## config.mk

```make
export PLATFORM = sky130hd
export DESIGN_NAME = pngu_ram
export DESIGN_NICKNAME = d
export VERILOG_FILES = /design/src/pngu_ram.sv
export SDC_FILE = /design/constraint.sdc
export NUM_CORES = 2
export LEC_CHECK = 0
export ABC_AREA = 1
export BUFFER_PORTS_ARGS = -buffer_cell sky130_fd_sc_hd__buf_2
export CORE_MARGIN = 10
export CORE_UTILIZATION = 60
export CTS_CLUSTER_SIZE = 16
export DETAILED_ROUTE_END_ITERATION = 10
export GPL_TIMING_DRIVEN = 1
export PLACE_DENSITY = 0.8
export RECOVER_POWER = 50
export SETUP_SLACK_MARGIN = 0.02
export SLEW_MARGIN = 20
export SYNTH_ARGS = -nofsm -noshare
export SYNTH_HDL_FRONTEND = slang
export SYNTH_SLANG_ARGS = --single-unit
```

## constraint.sdc

```tcl
create_clock -name aclk -period 2.3 [get_ports aclk]
set_clock_uncertainty 0.2 [all_clocks]
set_input_delay 0.345 -clock aclk [delete_from_list [all_inputs] [get_ports aclk]]
set_output_delay 0.345 -clock aclk [all_outputs]
set_load 0.05 [all_outputs]
```

## src/pngu_ram.sv

```systemverilog
// Generic single-write, single-read RAM with registered read data (read-first).
module pngu_ram #(
    parameter int DATA_W = 8,
    parameter int DEPTH  = 256,
    parameter int ADDR_W = (DEPTH > 1) ? $clog2(DEPTH) : 1
) (
    input  logic              aclk,
    input  logic              we,
    input  logic [ADDR_W-1:0] waddr,
    input  logic [DATA_W-1:0] wdata,
    input  logic              re,
    input  logic [ADDR_W-1:0] raddr,
    output logic [DATA_W-1:0] rdata
);

    logic [DATA_W-1:0] mem_reg [DEPTH];
    logic [DATA_W-1:0] rdata_reg;

    // write port
    always_ff @(posedge aclk) begin
        if (we) begin
            mem_reg[waddr] <= wdata;
        end
    end

    // read port, old data on a same-address write
    always_ff @(posedge aclk) begin
        if (re) begin
            rdata_reg <= mem_reg[raddr];
        end
    end

    assign rdata = rdata_reg;

endmodule

```

-- Word-level counts from Yosys, hierarchy flattened
Memories as Yosys holds them, arrays and structs flattened. A register that Yosys moved wholly into a read port is not among the register bits.
Cells that the tools add are included.
- muxes and demuxes: 2
- operator list (operator ; count):
    1-bit two-way mux ; 2
- memories kept: 1
- logic and storage cells: 3
- bits in writable memories: 2048
- register bits: 0
- memory list (memory ; depth ; width ; read ports ; clocked after memory_dff ; write ports ; line ; RTL):
    mem_reg ; 256 ; 8 ; 1 ; 1 ; 1 ; 16 ; logic [DATA_W-1:0] mem_reg [DEPTH];

-- Depth between registers and ports, before layout
- depth after elaboration: 2
- depth in mapped cells: 15

-- Least setup slack after synthesis
No wires, ideal clock.
- path type: input -> register
- from: input we
- to: memory mem_reg[162][0] (enable)
- arrival time: 1.466 ns
- buffers on the path: 2
- library setup time: 0.370 ns
- setup slack: 0.264 ns
- stages on the path: 4
- cell sequence: clkbuf_1 -> nand3_1 -> clkbuf_1 -> nor2_1
- longest elaborated chain between the ends: 2
- RTL lines (item ; line ; RTL):
    from (decl) ; 8 ; input logic we,
    1-bit two-way mux ; 21 ; if (we) begin
    1-bit two-way mux (implied by the code) ; 22 ; mem_reg[waddr] <= wdata;
    to (decl) ; 16 ;
Every way passes these cells.

-- Worst setup path in the final report
- from: register rdata_reg[4] (netlist: rdata[4]), read port of mem_reg
- to: output rdata[4]
- RTL lines (item ; line ; RTL):
    from (decl) ; 17 ; logic [DATA_W-1:0] rdata_reg;
    to (decl) ; 13 ; output logic [DATA_W-1:0] rdata
No word-level cell between the ends.

==> metrics.txt <==
status=finished with violations; failing checks=capacitance limit, slew limit, setup timing; CP Launch Type=flip-flop; Distinct cells, synth=13; terminus of the critical flop-to-flop path=rdata[3]; CTS Buf Count=193; drt first pass iters=7; min Tclk post-route=2.31 ns; kind of cell adding the most delay to the critical path=flip-flops; max FFs per register=2048; vias=60.0k; Hold Path Sink=rdata[7]; kind of critical path=flip-flop to output port; core area=138000 µm²; layout overhead on the synthesized area=14.8%; CP Buf/Inv Count=1; Final Setup Violations=2; Slew HR=-0.125; Hold Path Stages=6; Seq/Total Area, Yosys=0.740; depth of the CTS H-tree=4; gr usage total=0.303; Synth Instances=7003; P_leak=34.1 nW; vias per cell=6.38; Clock Latency Late Sink=0.83 ns; Mapped Area=83500 µm²; Placed Cells=9042; CTS tree=yes; Crit path largest cell delay=0.59 ns; CP max FO=1; clock-pin transition on the worst setup and hold timing paths=0.07 ns; worst-path cell chain=clkbuf_4; part of the cycle the worst path needs=1.00; measured slew at the worst slew-check pin=1.69 ns; peak supply drop=0.000816 V; Final HPWL DP=144 mm; nets=7480; vias in the first global route=58.9k; DRC=0; met3 WL=34.4 mm; CTS Buffer Depth=3; Clock Sinks=2056; initial antenna violation count=9; GRT Residual Overflow=0; row cnt=136; drt wl/cell=25.1 µm; DR top layer=met5; I/O pin cnt=35; Worst Hold Class=input pin to flip-flop; M1 WL=79.5 mm; Power Dens Cells=808 nW/µm²; Final Wtd Congestion=0.958; total number of yosys warnings=0; pin count of the biggest net entering global routing=81; area used by multi-input combinational logic=19200 µm²; Max Transition Viols Final=58; initial detailed-routing violation count=9096; number of port buffers=34; Core Util, Final=0.695; R2R depth=10; met2 WL post-DR=109 mm; first-pass GRT wire length=353 mm; fill count=8739; Setup WS post-layout=-0.00776 ns; Syn Area/Cell=11.9 µm²; syn_nets=7030; share of layout cells above drive strength 1=0.108; Final Hold Vio Count=0; Hold Path Origin=raddr[6]; post-synthesis register bit count=2056; reg2reg setup slack=0 ns; storage element area=61700 µm²; starting density of the core=0.606; die area=154000 µm²; critical path arrival=1.76 ns; width of the chip=393 µm; CP required=1.75 ns; drt total wl=236 mm; r2r startpoint=mem_reg[11][3]; Critical Path Sink Type=output port; CP max stage cell=edfxtp_1; FMAX=433 MHz; Antenna Nets Post-Route=0; clk root buf=clkbuf_16; chip height=393 µm; Max-Cap Viols=1; fin cells=9411
how the worst max path moves through the flow:
stage,startpoint,endpoint,slack [ns],cells past startpoint
after floorplan,we,mem_reg[162][0],0.26,4
after global placement,raddr[0],rdata[4],-0.55,15
after detailed placement,raddr[0],rdata[4],-0.55,14
after CTS,rdata[4],rdata[4],0.05,1
after global routing,mem_reg[13][3],rdata[3],-0.02,10
final,rdata[4],rdata[4],-0.008,1
per-layer routing:
metal,GRT usage,up-vias
li1,-,25800
met1,0.390,28400
met2,0.471,4935
met3,0.0866,931
met4,0.153,16
met5,0,-
placed cells by master (no fill, tap or decap):
cell type      count
buf_12           130
buf_2             18
buf_4            371
buf_6              1
buf_8              4
bufinv_16         13
clkbuf_1         223
clkbuf_16        196
clkbuf_2          20
clkbuf_4           7
clkinv_1          49
clkinv_16          2
clkinv_2          30
clkinv_4           2
clkinv_8           1
clkinvlp_4         5
diode_2            7
dlygate4sd3_1     10
edfxtp_1        2056
inv_1             34
inv_16             2
inv_2              1
inv_4              1
inv_6              7
inv_8              2
nand2_1         2123
nand3_1         2013
nand3_2            6
nor2_1           283
per-stage QoR:
stage / hold slack [ns] / power (mW) / instance area (µm²) / TNS (ns) / setup WS (ns)
4_1_cts: 0.0985 / 77.4 / 96700 / 0 / 0.0518
3_5_place_dp: 0.578 / 47.4 / 90600 / -3.75 / -0.547
3_3_place_gp: 0.573 / 47.3 / 90600 / -3.50 / -0.550
2_1_floorplan: 0.244 / 44.7 / 83500 / 0 / 0.264
5_1_grt: 0.138 / 79.2 / 95800 / -0.0164 / -0.0164
6_report: 0.160 / 77.5 / 95800 / -0.0123 / -0.00776
cells in the mapped netlist (all sizes together):
master	number	area share
clkbuf	112	0.0050
edfxtp	2056	0.74
buf	371	0.024
nand3	2019	0.12
nor2	283	0.013
inv	39	0.0018
nand2	2123	0.095
cell families after synthesis:
group / Yosys count / synth area share
simple gates: 4425 / 0.229
flops: 2056 / 0.740
buf+inv: 522 / 0.0312
worst register-to-register path, stage by stage, from the launching register on:
cell and delay [ns]:
edfxtp_1 0.37, nand2_1 0.08, nand3_1 0.07, nand3_1 0.11, nand3_1 0.19, nand3_1 0.17
nand3_1 0.34, nand3_2 0.28, nand2_1 0.10, nand2_1 0.09, nand2_1 0.06
power breakdown:
| group | switching (mW) | internal [mW] |
|---|---|---|
| registers | 0.0437 | 41.3 |
| logic | 3.87 | 1.61 |
| clock network | 13.6 | 17.1 |
layout make-up:
cell class / instances / share of cell area
inverter: 39 / 0.00188
clock buffer: 242 / 0.0530
multi-input combinational: 4425 / 0.200
clock inverter: 110 / 0.00978
sequential: 2056 / 0.644
antenna: 7 / 0.000183
timing repair buffer: 738 / 0.0675
tap: 1794 / 0.0234
timing repair:
item,CTS,global route
endpoints found under the hold margin,760,0
setup buffers,0,0
gates resized for setup,1,7
hold buffers,10,0
endpoints found under the setup margin,1,5
Power figures use the tool's default switching activity.
